===== config.mk =====
export PLATFORM = sky130hd
export DESIGN_NAME = ukst_cell
export DESIGN_NICKNAME = d
export VERILOG_FILES = /design/src/sv/ukst_pkg.sv /design/src/sv/ukst_cell.sv
export SDC_FILE = /design/constraint.sdc
export NUM_CORES = 1
export LEC_CHECK = 0
export ABC_AREA = 1
export BUFFER_PORTS_ARGS = -buffer_cell sky130_fd_sc_hd__buf_2
export CORE_MARGIN = 2
export CORE_UTILIZATION = 50
export DETAILED_ROUTE_END_ITERATION = 8
export PLACE_DENSITY = 0.82
export SLEW_MARGIN = 0
export SYNTH_ARGS = -nofsm -noshare
export SYNTH_HDL_FRONTEND = slang
export SYNTH_SLANG_ARGS = --single-unit
export TNS_END_PERCENT = 20

===== constraint.sdc =====
create_clock -name clk_i -period 4.85 [get_ports clk_i]
set_clock_uncertainty 0.1 [all_clocks]
set_input_delay 0.485 -clock clk_i [delete_from_list [all_inputs] [get_ports clk_i]]
set_output_delay 0.485 -clock clk_i [all_outputs]
set_load 0.05 [all_outputs]

===== src/sv/ukst_pkg.sv =====
// shared types and constants for the unordered key set table
package ukst_pkg;

  localparam int CAPACITY    = 128;
  localparam int IDX_W       = (CAPACITY > 1) ? $clog2(CAPACITY) : 1;
  localparam int CNT_W       = $clog2(CAPACITY + 1);
  localparam int KEY_W       = 32;
  localparam int REQ_W       = 2;
  localparam int BYTE_W      = 8;
  localparam int LIM_W       = (CNT_W > BYTE_W) ? CNT_W : BYTE_W;
  localparam int IN_TDATA_W  = 40;
  localparam int OUT_TDATA_W = 24;

  localparam logic [BYTE_W-1:0] LIMIT_RESET = BYTE_W'(128);

  typedef enum logic [REQ_W-1:0] {
    REQ_LOOKUP = 2'd0,
    REQ_INSERT = 2'd1,
    REQ_REMOVE = 2'd2
  } req_e;

  typedef enum logic [1:0] {
    ST_IDLE,
    ST_MATCH,
    ST_EXEC
  } state_e;

  // control broadcast to every cell of the row
  typedef struct packed {
    logic             append;
    logic             shift;
    logic [IDX_W-1:0] pos;
    logic [CNT_W-1:0] cnt;
  } cell_ctl_t;

endpackage


===== src/sv/ukst_cell.sv =====
// one cell of the key row: holds an entry, compares it and shifts it down
module ukst_cell (
  input  logic                             clk_i,
  input  logic [ukst_pkg::IDX_W-1:0]       idx_i,
  input  logic [ukst_pkg::KEY_W-1:0]       key_i,
  input  logic [ukst_pkg::KEY_W-1:0]       nbr_key_i,
  input  ukst_pkg::cell_ctl_t              ctl_i,
  output logic [ukst_pkg::KEY_W-1:0]       key_o,
  output logic                             match_o
);

  logic [ukst_pkg::KEY_W-1:0] entry_q, entry_d;
  logic                       match_q, match_d;
  logic                       in_use;

  // entry is live when below the count
  assign in_use  = ukst_pkg::CNT_W'(idx_i) < ctl_i.cnt;
  assign match_d = in_use && (entry_q == key_i);

  // append at the count, or take the upper neighbor at and above the hole
  always_comb begin
    entry_d = entry_q;
    if (ctl_i.append && (ukst_pkg::CNT_W'(idx_i) == ctl_i.cnt)) begin
      entry_d = key_i;
    end else if (ctl_i.shift && (idx_i >= ctl_i.pos)) begin
      entry_d = nbr_key_i;
    end
  end

  always_ff @(posedge clk_i) begin
    entry_q <= entry_d;
    match_q <= match_d;
  end

  assign key_o   = entry_q;
  assign match_o = match_q;

endmodule


# == Word-level counts from Yosys, hierarchy flattened ==
# Cells that the tools add are included.
# word_totals
register_bits,33
output_inout_bits,33
word_cells,12
# op_classes
magnitude_cmp,2
n_eq_ne,2
n_mux,2
reduce_logical,4
# ops
operator,n
32-bit two-way mux,2
32-bit == test,1
7-bit by 8-bit == test with 1-bit output,1
7-bit by 8-bit < comparator with 1-bit output,1
7-bit >= comparator,1
1-bit logical AND,3
2-bit nonzero test,1

# == Logic depth before layout (Yosys ltp) ==
# depth
word_depth,4
mapped_depth,10
mapped_depth_nobuf,10

# == Worst setup path before layout ==
# No wires, ideal clock.
# synth_timing
path_kind,input-to-reg
start,input ctl_i[5] (netlist bit)
end,"register entry_q, in the netlist key_o[0] (enable)"
arrival_time_ns,1.958
required_ns,4.360
slack_ns,2.402
stages,7
path_buffers,1
cell_sequence,inv_1 > ha_1 > nand2_1 > nor2_4 > nand2_4 > buf_6 > nand2_1
# synth_via
elab_chain_cells,3
# synth_rtl
item,line,source
from (decl),ukst_cell.sv:7,"input ukst_pkg::cell_ctl_t ctl_i,"
7-bit by 8-bit == test with 1-bit output,ukst_cell.sv:23,if (ctl_i.append && (ukst_pkg::CNT_W'(idx_i) == ctl_i.cnt)) begin
1-bit logical AND,ukst_cell.sv:23,
2-bit nonzero test (no line),--,
to (signal assigned),ukst_cell.sv:31,entry_q <= entry_d;
to (decl),ukst_cell.sv:12,"logic [ukst_pkg::KEY_W-1:0] entry_q, entry_d;"
# Every way passes these cells.
# A chain may end at the register's enable or synchronous reset.

# == Worst setup path after layout ==
# layout_timing
start,input idx_i[1] (netlist bit)
end,"register entry_q, in the netlist key_o[28] (enable)"
# layout_via
elab_chain_cells,3
word_cells_on_any_way,5
cone_classes,order compare (1); eq/ne (1); reduce/logical (3)
# layout_rtl
item,line,source
from (decl),ukst_cell.sv:4,"input logic [ukst_pkg::IDX_W-1:0] idx_i,"
7-bit >= comparator / 7-bit by 8-bit == test with 1-bit output (equally long branches),"ukst_cell.sv:25, ukst_cell.sv:23",
"1-bit logical AND, on equally long branches","ukst_cell.sv:25, ukst_cell.sv:23",
2-bit nonzero test (no line) *,--,
# Every way passes the cells marked *; elsewhere a longest branch is shown, timed or not.

==> results.md <==
* Outcome: complete, no violations
* First-pass GRT wire length at 9.13 mm
* Req. time, crit path at 4680 ps
* Post-synth top flop: edfxtp_1
* Crit-path cells: buf_2 > ha_1 > nand3_1 > nor2_4 > nand2_4 > nand2_1 > buf_4
* Hold Path Class: input pin to flop
* Worst path slowest cell: buf_4
* Root Driver: clkbuf_8
* Post-Place Worst Slack at 2240 ps
* DR pass1 iterations at 4
* DP HPWL at 4.82 mm
* IO Port Bufs at 121
* Slew HR at 0.510
* Part of the power in the clock network at 0.236
* Fin Setup TNS at 0 ps
* Post-CTS Setup Inserts at 0
* Total CTS buffers at 5
* Largest net degree at the start of global routing at 64
* Initial antenna violation count at 0
* Crit path largest cell delay at 400 ps
* Synthesized area at 0.00248 sq mm
* DR DRC count at 0
* Worst path top cell family by delay: simple AND/OR/NAND/NOR gates
* GR Overflow Total at 0
* Sw Ratio at 0.376
* EDFF count, synth at 32
* Setup WS post-layout at 2510 ps
* Drt wl/cell at 11.0 um
* Total wire length at 5.89 mm
* Fmax at 427 MHz
* Die height at 74.4 um
* Cts hold-fix bufs at 0
* Final setup vio count at 0
* Static leakage at 1.92 nW
* Final hold violation count at 0
* Max rail drop VDD at 0.000157 V
* Synthesized Nets at 445
* Die width at 74.4 um
* DR iter-0 viols at 87
* Core box area at 0.00475 sq mm
* ANT cells at 0
* RD Place Congestion at 0.843
* CP max FO at 63
* Nets at 568
* Synth area leader: edfxtp_1
* Syn. warnings at 0
* Gate Count Post-Synth at 342
* Max Cap Violations at 0
* Number of global-route vias before repair at 2193
* Placed cells at 525
* CTS H-tree lvls at 2
* Asr flop ratio synth at 0
* Post-route ant nets at 0
* Tot Pwr at 0.000859 W
* Combinational Power Share at 0.333
* Yosys cell types at 20
* Worst setup EP type: flop
* Pwr/cell area at 269 mW/mm^2
* WHS at 375 ps
* Total global-route track usage at 0.214
* Top-count cell post-synth: nand2_1
* Top cells by count, synth: nand2_1, inv_1, edfxtp_1
* DR vias at 2425
* CTS tree: yes
* Fin. max-slew vios at 0
* Reg power frac at 0.431
* Switching power at 0.000323 W
* Post-route clock period utilization at 0.482
* Buf/Inv on CP at 2
* Vias/cell at 4.55
* Crit Path Class: input pin to flop
* Bufs on Longest Clock Path at 2
* Row count at 25
* I/O pins at 122
* Mean post-synth cell area at 7.24 sq um
* Slew @ Worst Pin at 735 ps
* Sequential area share after synthesis at 0.396
* CP arrival at 2170 ps
* Clock slew at reported path FFs at 80 ps
* Final Critical Period at 2340 ps
* Top cell type's share of synthesized area at 0.388
* Post-Layout Cell Count at 533
* Int Power at 0.000536 W
* Clk Latency, worst-skew pair at 290 ps
* DIE AREA at 0.00553 sq mm
* Synth top area cells: edfxtp_1, nand2_1, inv_1
* Layout cells sized above 1 at 0.326
* RSZ-0062 raised after global routing: no
* Layout Area Growth over Synthesis at 29.2%
* Post-CTS sizing at 0
* Clock sinks at 33
* Flops & latches, synth at 33
* Initial Util at 0.521
* Startpoint Class: input pin
[cells by family after synthesis]
family / Yosys count / synth area share
mux: 2 / 0.0121
compound gates: 41 / 0.107
flops: 33 / 0.396
simple gates: 166 / 0.266
buf+inv: 85 / 0.144
fa+ha+maj: 14 / 0.0707
xor+xnor: 1 / 0.00354
[flip-flops by register name, summed over array words and instances (netlist names)]
name and count:
key_o 32, match_o 1
[layout by cell type (no fill, tap or decap), drive strengths merged]
cell / synthesis / layout
clkinvlp: 0 / 1
a21oi: 4 / 4
mux2: 2 / 2
dfxtp: 1 / 1
clkbuf: 0 / 5
edfxtp: 32 / 32
xor2: 1 / 1
nor3: 1 / 1
ha: 14 / 14
nor2: 19 / 19
nand2: 139 / 139
o21ai: 37 / 37
nand4: 1 / 1
nand3: 6 / 6
buf: 6 / 122
clkinv: 0 / 2
inv: 79 / 79
[final cells by class]
class / instances / area [sq um]
clock buffer: 5 / 68.8
clock inverter: 3 / 17.5
fill: 441 / 1560
inverter: 79 / 297
multi-input combinational: 224 / 1140
sequential: 33 / 981
tap: 67 / 83.8
timing repair buffer: 122 / 613
[metrics by stage]
stage / util / instance area [sq um]
CTS: 0.673 / 3200
floorplan: - / 2480
global route: 0.673 / 3200
global placement: 0.655 / 3110
detailed placement: 0.655 / 3110
finish: 0.673 / 3200
[power by group through the flow]
stage	Clock [W]	Sequential (W)	Combinational [W]
after floorplan	0	0.000475	0.0000975
after global placement	0	0.000375	0.000281
after detailed placement	0	0.000376	0.000288
after CTS	0.000207	0.000370	0.000288
after global routing	0.000217	0.000374	0.000315
final	0.000203	0.000370	0.000286
[metal layers]
| metal | global-route usage | part of all wire | up-vias |
|---|---|---|---|
| li1 | - | - | 1291 |
| met1 | 0.271 | 0.44 | 1044 |
| met2 | 0.377 | 0.50 | 84 |
| met3 | 0.0379 | 0.051 | 6 |
| met4 | 0.0556 | 0.010 | 0 |
| met5 | 0 | 0 | - |
[worst register-to-register path, stage by stage (launching register included)]
cell      delay, ps
edfxtp_1        400
nand2_1          80
nand2_1          50
nor2_1          170
nand2_1          80
nor2_1          110
nand2_1          60
nor3_1          110
[final timing paths]
kind | slack, ps | end | start | cells after the start
max | 2510 | key_o[28] | idx_i[1] | 7
min | 380 | key_o[27] | nbr_key_i[27] | 3
max reg2reg | 3630 | match_o | key_o[30] | 7
min reg2reg | 630 | match_o | key_o[23] | 5
Power figures use the tool's default switching activity.
